[config.mk]
export PLATFORM = sky130hd
export DESIGN_NAME = battery_pack_cell_monitor_core
export DESIGN_NICKNAME = d
export VERILOG_FILES = /design/src/sv/bpcm_pkg.sv /design/src/sv/bpcm_fifo.sv /design/src/sv/bpcm_front.sv /design/src/sv/bpcm_back.sv /design/src/sv/battery_pack_cell_monitor_core.sv
export SDC_FILE = /design/constraint.sdc
export NUM_CORES = 2
export LEC_CHECK = 0
export ABC_AREA = 0
export BUFFER_PORTS_ARGS = -buffer_cell sky130_fd_sc_hd__buf_4
export CAP_MARGIN = 20
export CORE_ASPECT_RATIO = 1.25
export CORE_MARGIN = 4
export CORE_UTILIZATION = 55
export DETAILED_ROUTE_END_ITERATION = 16
export PLACE_DENSITY_LB_ADDON = 0.1
export SYNTH_ARGS = -nofsm -noshare
export SYNTH_HDL_FRONTEND = slang
export SYNTH_SLANG_ARGS = --single-unit
export TNS_END_PERCENT = 30
[constraint.sdc]
create_clock -name clk -period 21.3 [get_ports clk]
set_input_delay 4.26 -clock clk [delete_from_list [all_inputs] [get_ports clk]]
set_output_delay 4.26 -clock clk [all_outputs]
set_load 0.05 [all_outputs]
[src/sv/bpcm_pkg.sv]
// types, constants and codes shared by the cell monitor modules
package bpcm_pkg;

  // pack total accumulator width
  localparam int TOTAL_W = 24;

  // configuration port
  localparam int CFG_IDX_W  = 2;
  localparam int CFG_DATA_W = 13;

  // queue between front and back
  localparam int MID_DEPTH = 4;
  localparam int MID_PTR_W = $clog2(MID_DEPTH);

  // code to millivolt conversion: floor(code * 19073 / 100000)
  localparam logic [14:0] VOLT_MUL    = 15'd19073;
  // reciprocal of 100000 scaled by 2^47, rounded up; exact for 30-bit products
  localparam logic [30:0] RECIP_MUL   = 31'd1407374884;
  localparam int          RECIP_SHIFT = 47;

  // voltage window and clear values
  localparam logic [12:0] MV_CELL_LO  = 13'd1000;
  localparam logic [12:0] MV_CELL_HI  = 13'd5000;
  localparam logic [12:0] MV_MIN_CLR  = 13'd5000;
  localparam logic [12:0] MV_UV_FLOOR = 13'd500;

  // temperature window and clear values, tenths of a degree
  localparam logic signed [15:0] TEMP_LO      = -16'sd1000;
  localparam logic signed [15:0] TEMP_HI      = 16'sd2000;
  localparam logic signed [15:0] TEMP_MIN_CLR = 16'sd20000;
  localparam logic signed [15:0] TEMP_MAX_CLR = -16'sd20000;

  // threshold reset values (temperatures already scaled by ten)
  localparam logic [12:0]        OV_MV_RST  = 13'd4200;
  localparam logic [12:0]        UV_MV_RST  = 13'd3000;
  localparam logic signed [15:0] OT_X10_RST = 16'sd600;
  localparam logic signed [15:0] UT_X10_RST = 16'sd0;

  typedef enum logic [1:0] {
    ACT_CLR_VOLT = 2'd0,
    ACT_VOLT     = 2'd1,
    ACT_CLR_TEMP = 2'd2,
    ACT_TEMP     = 2'd3
  } action_t;

  typedef enum logic [CFG_IDX_W-1:0] {
    CFG_OV_MV  = 2'd0,
    CFG_UV_MV  = 2'd1,
    CFG_OT_DEG = 2'd2,
    CFG_UT_DEG = 2'd3
  } cfg_idx_t;

  typedef struct packed {
    action_t            action;
    logic signed [15:0] sample;
  } in_word_t;

  typedef struct packed {
    logic [12:0]        cell_mv;
    logic               sample_valid;
    logic [23:0]        pack_total_mv;
    logic [12:0]        lowest_cell_mv;
    logic [12:0]        highest_cell_mv;
    logic signed [15:0] lowest_temp;
    logic signed [15:0] highest_temp;
    logic               over_voltage_fault;
    logic               under_voltage_fault;
    logic               over_temp_fault;
    logic               under_temp_fault;
  } out_word_t;

  // classified word from front to back
  typedef struct packed {
    action_t            op;
    logic               ok;
    logic [12:0]        mv;
    logic signed [15:0] temp;
  } mid_word_t;

  // fault thresholds as seen by the back end
  typedef struct packed {
    logic [12:0]        ov_mv;
    logic [12:0]        uv_mv;
    logic signed [15:0] ot_x10;
    logic signed [15:0] ut_x10;
  } thr_t;

endpackage

[src/sv/bpcm_fifo.sv]
// small queue of classified words between front and back
module bpcm_fifo
  import bpcm_pkg::*;
(
  input  logic      clk,
  input  logic      rst_n,
  input  logic      push,
  input  mid_word_t wdata,
  output logic      full,
  input  logic      pop,
  output mid_word_t rdata,
  output logic      empty
);

  mid_word_t            mem_r [MID_DEPTH];
  logic [MID_PTR_W-1:0] wr_ptr_r, wr_ptr_nxt;
  logic [MID_PTR_W-1:0] rd_ptr_r, rd_ptr_nxt;
  logic [MID_PTR_W:0]   cnt_r, cnt_nxt;
  logic                 push_ok, pop_ok;

  assign full    = (cnt_r == (MID_PTR_W+1)'(MID_DEPTH));
  assign empty   = (cnt_r == '0);
  assign push_ok = push && !full;
  assign pop_ok  = pop && !empty;
  assign rdata   = mem_r[rd_ptr_r];

  // pointer and fill count update
  always_comb begin
    wr_ptr_nxt = push_ok ? wr_ptr_r + 1'b1 : wr_ptr_r;
    rd_ptr_nxt = pop_ok ? rd_ptr_r + 1'b1 : rd_ptr_r;
    cnt_nxt    = cnt_r;
    if (push_ok && !pop_ok) begin
      cnt_nxt = cnt_r + 1'b1;
    end else if (pop_ok && !push_ok) begin
      cnt_nxt = cnt_r - 1'b1;
    end
  end

  always_ff @(posedge clk) begin
    if (!rst_n) begin
      wr_ptr_r <= '0;
      rd_ptr_r <= '0;
      cnt_r    <= '0;
    end else begin
      wr_ptr_r <= wr_ptr_nxt;
      rd_ptr_r <= rd_ptr_nxt;
      cnt_r    <= cnt_nxt;
    end
  end

  // storage
  always_ff @(posedge clk) begin
    if (push_ok) begin
      mem_r[wr_ptr_r] <= wdata;
    end
  end

endmodule

[src/sv/bpcm_front.sv]
// front end: accepts words, converts voltage codes, classifies samples
module bpcm_front
  import bpcm_pkg::*;
(
  input  logic      clk,
  input  logic      rst_n,
  input  logic      in_push,
  input  in_word_t  in_word,
  output logic      in_full,
  output logic      mid_push,
  output mid_word_t mid_word,
  input  logic      mid_full
);

  logic               s1_v_r, s1_v_nxt;
  action_t            s1_act_r;
  logic signed [15:0] s1_samp_r;
  logic [29:0]        s1_prod_r;
  logic [29:0]        s1_prod_nxt;

  logic               s2_v_r, s2_v_nxt;
  action_t            s2_act_r;
  logic signed [15:0] s2_samp_r;
  logic [12:0]        s2_mv_r;
  logic [60:0]        quot_full;

  logic               accept, s2_free, s1_load_s2;
  logic               neg;
  logic [12:0]        volt_mv;

  // stage handshake: stage 2 drains into the queue, stage 1 into stage 2
  assign mid_push   = s2_v_r && !mid_full;
  assign s2_free    = !s2_v_r || !mid_full;
  assign in_full    = s1_v_r && !s2_free;
  assign accept     = in_push && !in_full;
  assign s1_load_s2 = s1_v_r && s2_free;

  assign s1_v_nxt = accept || (s1_v_r && !s2_free);
  assign s2_v_nxt = s2_free ? s1_v_r : 1'b1;

  // first multiply: code times the millivolt scale
  assign s1_prod_nxt = 30'(in_word.sample[14:0]) * 30'(VOLT_MUL);

  // second multiply: divide by 100000 through the scaled reciprocal
  assign quot_full = 61'(s1_prod_r) * 61'(RECIP_MUL);

  always_ff @(posedge clk) begin
    if (!rst_n) begin
      s1_v_r <= 1'b0;
      s2_v_r <= 1'b0;
    end else begin
      s1_v_r <= s1_v_nxt;
      s2_v_r <= s2_v_nxt;
    end
  end

  always_ff @(posedge clk) begin
    if (accept) begin
      s1_act_r  <= in_word.action;
      s1_samp_r <= in_word.sample;
      s1_prod_r <= s1_prod_nxt;
    end
    if (s1_load_s2) begin
      s2_act_r  <= s1_act_r;
      s2_samp_r <= s1_samp_r;
      s2_mv_r   <= quot_full[RECIP_SHIFT+12:RECIP_SHIFT];
    end
  end

  // classification against the validity windows
  assign neg     = s2_samp_r[15];
  assign volt_mv = neg ? '0 : s2_mv_r;

  always_comb begin
    mid_word.op   = s2_act_r;
    mid_word.temp = s2_samp_r;
    mid_word.mv   = '0;
    mid_word.ok   = 1'b0;
    unique case (s2_act_r)
      ACT_VOLT: begin
        mid_word.mv = volt_mv;
        mid_word.ok = !neg && (volt_mv >= MV_CELL_LO) && (volt_mv <= MV_CELL_HI);
      end
      ACT_TEMP: begin
        mid_word.ok = (s2_samp_r >= TEMP_LO) && (s2_samp_r <= TEMP_HI);
      end
      default: begin
        mid_word.ok = 1'b0;
      end
    endcase
  end

endmodule

[src/sv/bpcm_back.sv]
// back end: scan statistics, fault flags and the result buffer
module bpcm_back
  import bpcm_pkg::*;
(
  input  logic      clk,
  input  logic      rst_n,
  input  logic      mid_empty,
  input  mid_word_t mid_word,
  output logic      mid_pop,
  input  thr_t      thr,
  output logic      out_empty,
  input  logic      out_pop,
  output out_word_t out_word
);

  logic [TOTAL_W-1:0] tot_r, tot_nxt, tot_upd;
  logic [12:0]        min_mv_r, min_mv_nxt, min_mv_upd;
  logic [12:0]        max_mv_r, max_mv_nxt, max_mv_upd;
  logic signed [15:0] min_t_r, min_t_nxt, min_t_upd;
  logic signed [15:0] max_t_r, max_t_nxt, max_t_upd;
  logic [TOTAL_W:0]   sum;

  logic signed [15:0] ot_x10, ut_x10;
  logic               fire;
  out_word_t          res;

  out_word_t          ob_mem_r [2];
  logic               ob_wr_r, ob_wr_nxt;
  logic               ob_rd_r, ob_rd_nxt;
  logic [1:0]         ob_cnt_r, ob_cnt_nxt;
  logic               ob_pop;

  assign fire    = !mid_empty && (ob_cnt_r != 2'd2);
  assign mid_pop = fire;
  assign ot_x10  = thr.ot_x10;
  assign ut_x10  = thr.ut_x10;

  // saturating add for the pack total
  assign sum = {1'b0, tot_r} + (TOTAL_W+1)'(mid_word.mv);

  // statistics after this word
  always_comb begin
    tot_upd    = tot_r;
    min_mv_upd = min_mv_r;
    max_mv_upd = max_mv_r;
    min_t_upd  = min_t_r;
    max_t_upd  = max_t_r;
    unique case (mid_word.op)
      ACT_CLR_VOLT: begin
        tot_upd    = '0;
        min_mv_upd = MV_MIN_CLR;
        max_mv_upd = '0;
      end
      ACT_VOLT: begin
        if (mid_word.ok) begin
          tot_upd = sum[TOTAL_W] ? '1 : sum[TOTAL_W-1:0];
          if (mid_word.mv < min_mv_r) begin
            min_mv_upd = mid_word.mv;
          end
          if (mid_word.mv > max_mv_r) begin
            max_mv_upd = mid_word.mv;
          end
        end
      end
      ACT_CLR_TEMP: begin
        min_t_upd = TEMP_MIN_CLR;
        max_t_upd = TEMP_MAX_CLR;
      end
      ACT_TEMP: begin
        if (mid_word.ok) begin
          if (mid_word.temp < min_t_r) begin
            min_t_upd = mid_word.temp;
          end
          if (mid_word.temp > max_t_r) begin
            max_t_upd = mid_word.temp;
          end
        end
      end
      default: begin
        tot_upd = tot_r;
      end
    endcase
  end

  assign tot_nxt    = fire ? tot_upd : tot_r;
  assign min_mv_nxt = fire ? min_mv_upd : min_mv_r;
  assign max_mv_nxt = fire ? max_mv_upd : max_mv_r;
  assign min_t_nxt  = fire ? min_t_upd : min_t_r;
  assign max_t_nxt  = fire ? max_t_upd : max_t_r;

  always_ff @(posedge clk) begin
    if (!rst_n) begin
      tot_r    <= '0;
      min_mv_r <= MV_MIN_CLR;
      max_mv_r <= '0;
      min_t_r  <= TEMP_MIN_CLR;
      max_t_r  <= TEMP_MAX_CLR;
    end else begin
      tot_r    <= tot_nxt;
      min_mv_r <= min_mv_nxt;
      max_mv_r <= max_mv_nxt;
      min_t_r  <= min_t_nxt;
      max_t_r  <= max_t_nxt;
    end
  end

  // result word with threshold flags on the updated statistics
  always_comb begin
    res.cell_mv             = mid_word.mv;
    res.sample_valid        = mid_word.ok;
    res.pack_total_mv       = 24'(tot_upd);
    res.lowest_cell_mv      = min_mv_upd;
    res.highest_cell_mv     = max_mv_upd;
    res.lowest_temp         = min_t_upd;
    res.highest_temp        = max_t_upd;
    res.over_voltage_fault  = max_mv_upd > thr.ov_mv;
    res.under_voltage_fault = (min_mv_upd < thr.uv_mv) && (min_mv_upd > MV_UV_FLOOR);
    res.over_temp_fault     = max_t_upd > ot_x10;
    res.under_temp_fault    = (min_t_upd < ut_x10) && (min_t_upd > TEMP_LO);
  end

  // two-word result buffer
  assign out_empty = (ob_cnt_r == 2'd0);
  assign out_word  = ob_mem_r[ob_rd_r];
  assign ob_pop    = out_pop && !out_empty;

  always_comb begin
    ob_wr_nxt  = fire ? ~ob_wr_r : ob_wr_r;
    ob_rd_nxt  = ob_pop ? ~ob_rd_r : ob_rd_r;
    ob_cnt_nxt = ob_cnt_r;
    if (fire && !ob_pop) begin
      ob_cnt_nxt = ob_cnt_r + 2'd1;
    end else if (ob_pop && !fire) begin
      ob_cnt_nxt = ob_cnt_r - 2'd1;
    end
  end

  always_ff @(posedge clk) begin
    if (!rst_n) begin
      ob_wr_r  <= 1'b0;
      ob_rd_r  <= 1'b0;
      ob_cnt_r <= 2'd0;
    end else begin
      ob_wr_r  <= ob_wr_nxt;
      ob_rd_r  <= ob_rd_nxt;
      ob_cnt_r <= ob_cnt_nxt;
    end
  end

  always_ff @(posedge clk) begin
    if (fire) begin
      ob_mem_r[ob_wr_r] <= res;
    end
  end

endmodule

[src/sv/battery_pack_cell_monitor_core.sv]
// top level of the battery pack cell monitor
//
// Input words (action, sample) are pushed with in_push and taken whenever
// in_full is low. Each word yields exactly one result word, read from the
// output queue: out_word is valid while out_empty is low and is removed
// with out_pop. Thresholds are written through cfg_valid/cfg_index/cfg_data;
// cfg_ready is always high and a write lands at the edge it is presented.
// A result passes, in order, the first-multiply register at the accepting
// edge, the second-multiply stage, the classified queue and the result
// buffer, which is written together with the statistics update.
// Throughput: one word per cycle, sustained, as long as results are popped;
// the constant multiplies and the statistics update are each one stage.
// If the consumer stops popping, the two-word result buffer, the four-word
// classified queue and the two front stages fill before in_full rises;
// nothing is dropped. Reset clears the scans (total 0, cell min 5000,
// max 0, temperature min 20000, max -20000), restores default thresholds
// and empties every queue.
module battery_pack_cell_monitor_core
  import bpcm_pkg::*;
(
  input  logic                  clk,
  input  logic                  rst_n,
  input  logic                  in_push,
  input  in_word_t              in_word,
  output logic                  in_full,
  output logic                  out_empty,
  input  logic                  out_pop,
  output out_word_t             out_word,
  input  logic                  cfg_valid,
  output logic                  cfg_ready,
  input  logic [CFG_IDX_W-1:0]  cfg_index,
  input  logic [CFG_DATA_W-1:0] cfg_data
);

  logic               mid_push, mid_full, mid_pop, mid_empty;
  mid_word_t          front_word, back_word;

  logic [12:0]        ov_mv_r, ov_mv_nxt;
  logic [12:0]        uv_mv_r, uv_mv_nxt;
  logic signed [15:0] ot_x10_r, ot_x10_nxt;
  logic signed [15:0] ut_x10_r, ut_x10_nxt;
  logic signed [15:0] deg_ext, deg_x10;
  thr_t               thr;

  assign cfg_ready = 1'b1;

  // whole degrees to tenths at write time
  assign deg_ext = {{7{cfg_data[8]}}, cfg_data[8:0]};
  assign deg_x10 = (deg_ext <<< 3) + (deg_ext <<< 1);

  // threshold register writes
  always_comb begin
    ov_mv_nxt  = ov_mv_r;
    uv_mv_nxt  = uv_mv_r;
    ot_x10_nxt = ot_x10_r;
    ut_x10_nxt = ut_x10_r;
    if (cfg_valid && cfg_ready) begin
      unique case (cfg_idx_t'(cfg_index))
        CFG_OV_MV:  ov_mv_nxt  = cfg_data[12:0];
        CFG_UV_MV:  uv_mv_nxt  = cfg_data[12:0];
        CFG_OT_DEG: ot_x10_nxt = deg_x10;
        CFG_UT_DEG: ut_x10_nxt = deg_x10;
        default:    ov_mv_nxt  = ov_mv_r;
      endcase
    end
  end

  always_ff @(posedge clk) begin
    if (!rst_n) begin
      ov_mv_r  <= OV_MV_RST;
      uv_mv_r  <= UV_MV_RST;
      ot_x10_r <= OT_X10_RST;
      ut_x10_r <= UT_X10_RST;
    end else begin
      ov_mv_r  <= ov_mv_nxt;
      uv_mv_r  <= uv_mv_nxt;
      ot_x10_r <= ot_x10_nxt;
      ut_x10_r <= ut_x10_nxt;
    end
  end

  assign thr.ov_mv  = ov_mv_r;
  assign thr.uv_mv  = uv_mv_r;
  assign thr.ot_x10 = ot_x10_r;
  assign thr.ut_x10 = ut_x10_r;

  bpcm_front u_front (
    .clk      (clk),
    .rst_n    (rst_n),
    .in_push  (in_push),
    .in_word  (in_word),
    .in_full  (in_full),
    .mid_push (mid_push),
    .mid_word (front_word),
    .mid_full (mid_full)
  );

  bpcm_fifo u_mid (
    .clk   (clk),
    .rst_n (rst_n),
    .push  (mid_push),
    .wdata (front_word),
    .full  (mid_full),
    .pop   (mid_pop),
    .rdata (back_word),
    .empty (mid_empty)
  );

  bpcm_back u_back (
    .clk       (clk),
    .rst_n     (rst_n),
    .mid_empty (mid_empty),
    .mid_word  (back_word),
    .mid_pop   (mid_pop),
    .thr       (thr),
    .out_empty (out_empty),
    .out_pop   (out_pop),
    .out_word  (out_word)
  );

endmodule

* Yosys cells after proc, flatten, opt, wreduce, memory -nomap -nowiden *
Memories as Yosys holds them, arrays and structs flattened. A register that Yosys moved wholly into a read port is not among the register bits.
Cells that the tools add are included.

word-level totals
  flip-flop bits (word level) = 232
  bits in writable memories = 328
  bits of input ports = 38
  output and inout port bits = 103
  memories kept = 2

operators by class
  add/subtract/negate cells = 8
  $mul = 2
  order comparisons = 14
  equality and inequality tests = 10
  muxes and demuxes = 31
  bitwise logic cells = 2
  reduce and logical (&&, ||, !) cells = 40

memory list
  memory           depth  bits a word  read ports  clocked after memory_dff  write ports  RTL line         text
  u_back.ob_mem_r  2      100          1           1                         1            bpcm_back.sv:27  out_word_t ob_mem_r [2];
  u_mid.mem_r      4      32           1           1                         1            bpcm_fifo.sv:15  mid_word_t mem_r [MID_DEPTH];

operators with widths
  kind                    number
  $mux 13                 6
  $mux 16                 4
  $pmux 16 s2             2
  $mul 30x29->58 const B  1
  $pmux 13 s2             2
  $mux 24                 2
  $pmux 24 s2             1
  $gt 16x16->1            2
  $lt 16x16->1            2
  $mul 15x15->30 const B  1
  $gt 13x13->1            2
  $lt 13x13->1            2
  $add 24x13->25          1
  $logic_and 1x1->1       17
  $ge 16x11->1 const B    1
  $gt 16x11->1 const B    1
  $le 16x12->1 const B    1
  $add 12x10->13          1
  $ge 13x10->1 const B    1
  $gt 13x9->1 const B     1
  $le 13x13->1 const B    1
  $logic_not 1->1         11
  $eq 2x2->1 const B      5
  $mux 2                  4
  16 further kinds        35

* Longest topological paths before layout *
  depth after elaboration = 8
  mapped depth = 27

* Cells and area by module *
A second synthesis with hierarchy kept.

second synthesis, totals
  cell total of the unflattened synthesis = 3621
  area total of the unflattened synthesis = 42316.8 µm²

by module, submodules not included
  module                          instances  cells each  area an instance (µm²)
  bpcm_front                      1          1782        19642.6
  bpcm_back                       1          1345        15145.8
  bpcm_fifo                       1          215         5147.4
  battery_pack_cell_monitor_core  1          279         2381.0

* Worst setup path after synthesis *
No wires, ideal clock.

  path type = input to register
  start point = input port in_word[4] in the netlist's numbering
  end point = register u_front.s1_prod_r[29], data pin
  library setup time = 0.258 ns
  arrival time = 8.640 ns
  data required time = 21.042 ns
  setup slack = 12.402 ns
  stages on the path = 19
  buffers on the path = 0
  cell sequence = ha_1 > ha_1 > inv_1 > fa_1 > fa_1 > inv_1 > fa_1 > ha_1 > ha_1 > or2_2 > o31ai_1 > nand4b_1 > o21ai_0 > o41ai_1 > o21ai_0 > o41a_1 > a21o_1 > a21oi_1 > xnor2_1

on the way
  cells in the longest elaborated chain, start to end = 1

RTL lines
  element                            RTL line                              text
  start, declared                    battery_pack_cell_monitor_core.sv:24  input in_word_t in_word,
  $mul 15x15->30                     bpcm_front.sv:42                      assign s1_prod_nxt = 30'(in_word.sample[14:0]) * 30'(VOLT_MUL);
  named net u_front.s1_prod_nxt[29]  bpcm_front.sv:19                      logic [29:0] s1_prod_nxt;
  end signal, assigned               bpcm_front.sv:61                      s1_prod_r <= s1_prod_nxt;
  end, declared                      bpcm_front.sv:18                      logic [29:0] s1_prod_r;

The timed path passes the listed nets, and every way through them passes these cells.
A chain may end at the register's enable or synchronous reset.

* Worst setup path after layout *
Same ends and word-level chain as after synthesis.

==> results.sh <==
export IMPL_outcome="complete, no violations"
export IMPL_ant_nets=0
export IMPL_drt_wl_total_um=95700
export IMPL_synth_common_cells="inv_1, ha_1, edfxtp_1"
export IMPL_async_flop_share_pct=0
export IMPL_met2_usage_pct=44.0
export IMPL_numCtsBuffers=54
export IMPL_crit_path_start="in_word[4]"
export IMPL_rows=112
export IMPL_synthFlopType="edfxtp_1"
export IMPL_fin_setup_tns_ns=0
export IMPL_vias=26500
export IMPL_cts_hold_buffers_added=0
export IMPL_required_ns=21.64
export IMPL_clkLatencyLatePin_ns=0.60
export IMPL_ys_ff_latch=548
export IMPL_viasPerCell=5.64
export IMPL_clk_path_buf_depth=3
export IMPL_cts_reportedPaths_clkPinSlew_ns=0.06
export IMPL_cts_setup_buffers=0
export IMPL_syn_num_nets=4560
export IMPL_core_um2=74700
export IMPL_fmax_mhz=114
export IMPL_drc_errors=0
export IMPL_synth_area_per_cell_um2=11.7
export IMPL_crit_top_cell="ha_1"
export IMPL_crit_path_end_kind="flip-flop"
export IMPL_die_y_um=315
export IMPL_path_cells="buf_4, ha_1, ha_1, inv_1, fa_1, fa_1, inv_1, fa_1, ha_1, ha_1, or2_2, o31ai_1, nand4b_1, o21ai_0, o41ai_1, o21ai_0, o41a_1, a21o_1, a21oi_1, xnor2_1"
export IMPL_use_met3_pct=2.67
export IMPL_start_kind="input port"
export IMPL_fin_skew_ns=0.0210
export IMPL_gp_congestion=0.891
export IMPL_final_max_slew_viol_count=0
export IMPL_tritoncts="built"
export IMPL_grt_pass1_wl_um=153000
export IMPL_yosys_area_top_type="edfxtp_1"
export IMPL_first_iter_violations=1330
export IMPL_overflow=0
export IMPL_ys_seq_area_share_pct=36.1
export IMPL_synth_cell_types=80
export IMPL_ys_warn_count=0
export IMPL_period_needed_ns=8.78
export IMPL_tightestPinTransition_ns=1.00
export IMPL_port_buffers=139
export IMPL_crit_slowest_cell="fa_1"
export IMPL_finalSetupViolations=0
export IMPL_rsz0062_at_grt="no"
export IMPL_fin_nets=4715
export IMPL_drive_gt1_share_pct=11.3
export IMPL_grt_max_degree=94
export IMPL_crit_type="in2reg"
export IMPL_grt_pass1_vias=28300
export IMPL_cts_resized=0
export IMPL_finalHoldViolCount=0
export IMPL_die_x_um=254
export IMPL_synth_edff_count=400
export IMPL_busiest_layer="met2"
export IMPL_layout_area_overhead_vs_synth_pct=10.4
export IMPL_synthMostInstantiatedCell="inv_1"
export IMPL_drtPass1Iterations=8
export IMPL_met1_usage_pct=30.9
export IMPL_maxSlewHeadroom_pct=32.9
export IMPL_htree_levels=2
export IMPL_hpwl_um=74800
export IMPL_hold_path_class="reg2reg"
export IMPL_diodes=0
export IMPL_synth_top_area_share_pct=29.0
export IMPL_slowest_delay_ns=0.55
export IMPL_min_from="u_front.s1_samp_r[11]"
export IMPL_syn_inst=3536
export IMPL_dieArea_um2=79900
export IMPL_drv_cap=0
export IMPL_start_util_pct=55.5
export IMPL_cts_sinks=548
export IMPL_post_drt_wl_per_cell_um=20.3
export IMPL_grtUsageTotal_pct=24.4
export IMPL_antenna_found_initial=0
export IMPL_timing_final_crit_share_pct=41.2
export IMPL_cp_max_fo=5
export IMPL_r2r_start="u_front.s1_prod_r[18]"
export IMPL_cts_root_buf="clkbuf_16"
export IMPL_synth_area_um2=41500
export IMPL_ios=141
export IMPL_cp_arrival_ns=9.13
export IMPL_synth_area_leaders="edfxtp_1, ha_1, fa_1"
## path summary, 6_finish.rpt
check	to	slack, ns	depth (start not counted)
max reg2reg	u_front.s2_mv_r[12]	12.79	23
max	u_front.s1_prod_r[29]	12.52	20
min reg2reg	u_front.s2_samp_r[11]	0.42	0
min	u_front.s2_samp_r[11]	0.42	0
## cells by family (layout without fill, tap and decap cells)
logic type	after synthesis	in the layout	synth area share [%]
adder cells (fa/ha/maj)	986	986	36.3
buffers and inverters	788	988	7.18
flip-flops	548	548	36.1
AO/OA/AOI/OAI	513	513	8.75
AND/OR/NAND/NOR	505	505	5.91
multiplexers	144	144	4.66
XOR/XNOR	51	51	1.08
other	1	1	0.00904
## worst max-delay path: cells and delay by family
family                   cells  cell delay, ns
adder cells (fa/ha/maj)      7            2.64
AO/OA/AOI/OAI                7            1.43
XOR/XNOR                     1            0.08
buffers and inverters        3            0.25
AND/OR/NAND/NOR              2            0.47
## state kept, by name (all words and copies together), names as in the netlist, 3 cells and up, named ones only
| register | flops |
|---|---|
| u_back.min_t_r | 16 |
| ov_mv_r | 13 |
| u_mid.mem_r | 128 |
| ut_x10_r | 12 |
| u_back.max_mv_r | 13 |
| u_mid.cnt_r | 3 |
| u_front.s2_mv_r | 13 |
| u_back.min_mv_r | 13 |
| u_front.s1_samp_r | 9 |
| u_front.s2_samp_r | 16 |
| uv_mv_r | 13 |
| u_front.s1_prod_r | 30 |
| u_back.max_t_r | 16 |
| u_back.tot_r | 24 |
| u_back.ob_mem_r | 200 |
| ot_x10_r | 12 |
## layout make-up
type | count | area, um^2
Fill cell | 5967 | 28900
Clock inverter | 35 | 558
Sequential cell | 548 | 15000
Inverter | 708 | 2660
Multi-Input combinational cell | 2200 | 23600
Tap cell | 969 | 1210
Timing Repair Buffer | 179 | 1350
Clock buffer | 66 | 1430
## stage by stage
stage	instances	setup slack, ns	hold slack [ns]	utilization, %	cell area [um^2]
4_1_cts	4704	12.55	0.417	61.3	45800
2_1_floorplan	3536	12.40	0.400	-	41500
6_report	4705	12.52	0.416	61.3	45800
3_3_place_gp	4602	11.91	0.403	58.6	43800
3_5_place_dp	4603	11.93	0.405	58.6	43800
5_1_grt	4705	12.32	0.427	61.3	45800
## metal layers
layer	vias up	wire length, um
met5	-	0
met4	0	3190
met3	180	4050
met2	644	49800
met1	13200	38700
li1	12500	-
## layout by cell type, fill, tap and decap left out, drive strengths merged, types with 44 or more instances in the layout
cell type,instances
buf,179
dfxtp,148
nor2,96
ha,623
o21ai,76
nand2,184
edfxtp,400
clkbuf,66
inv,709
a21oi,87
a21o,45
fa,363
a21boi,44
mux2,103
Power is left out: the tool's default activity adds up to more than one toggle a clock period on the data nets, which glitch-free logic cannot reach.
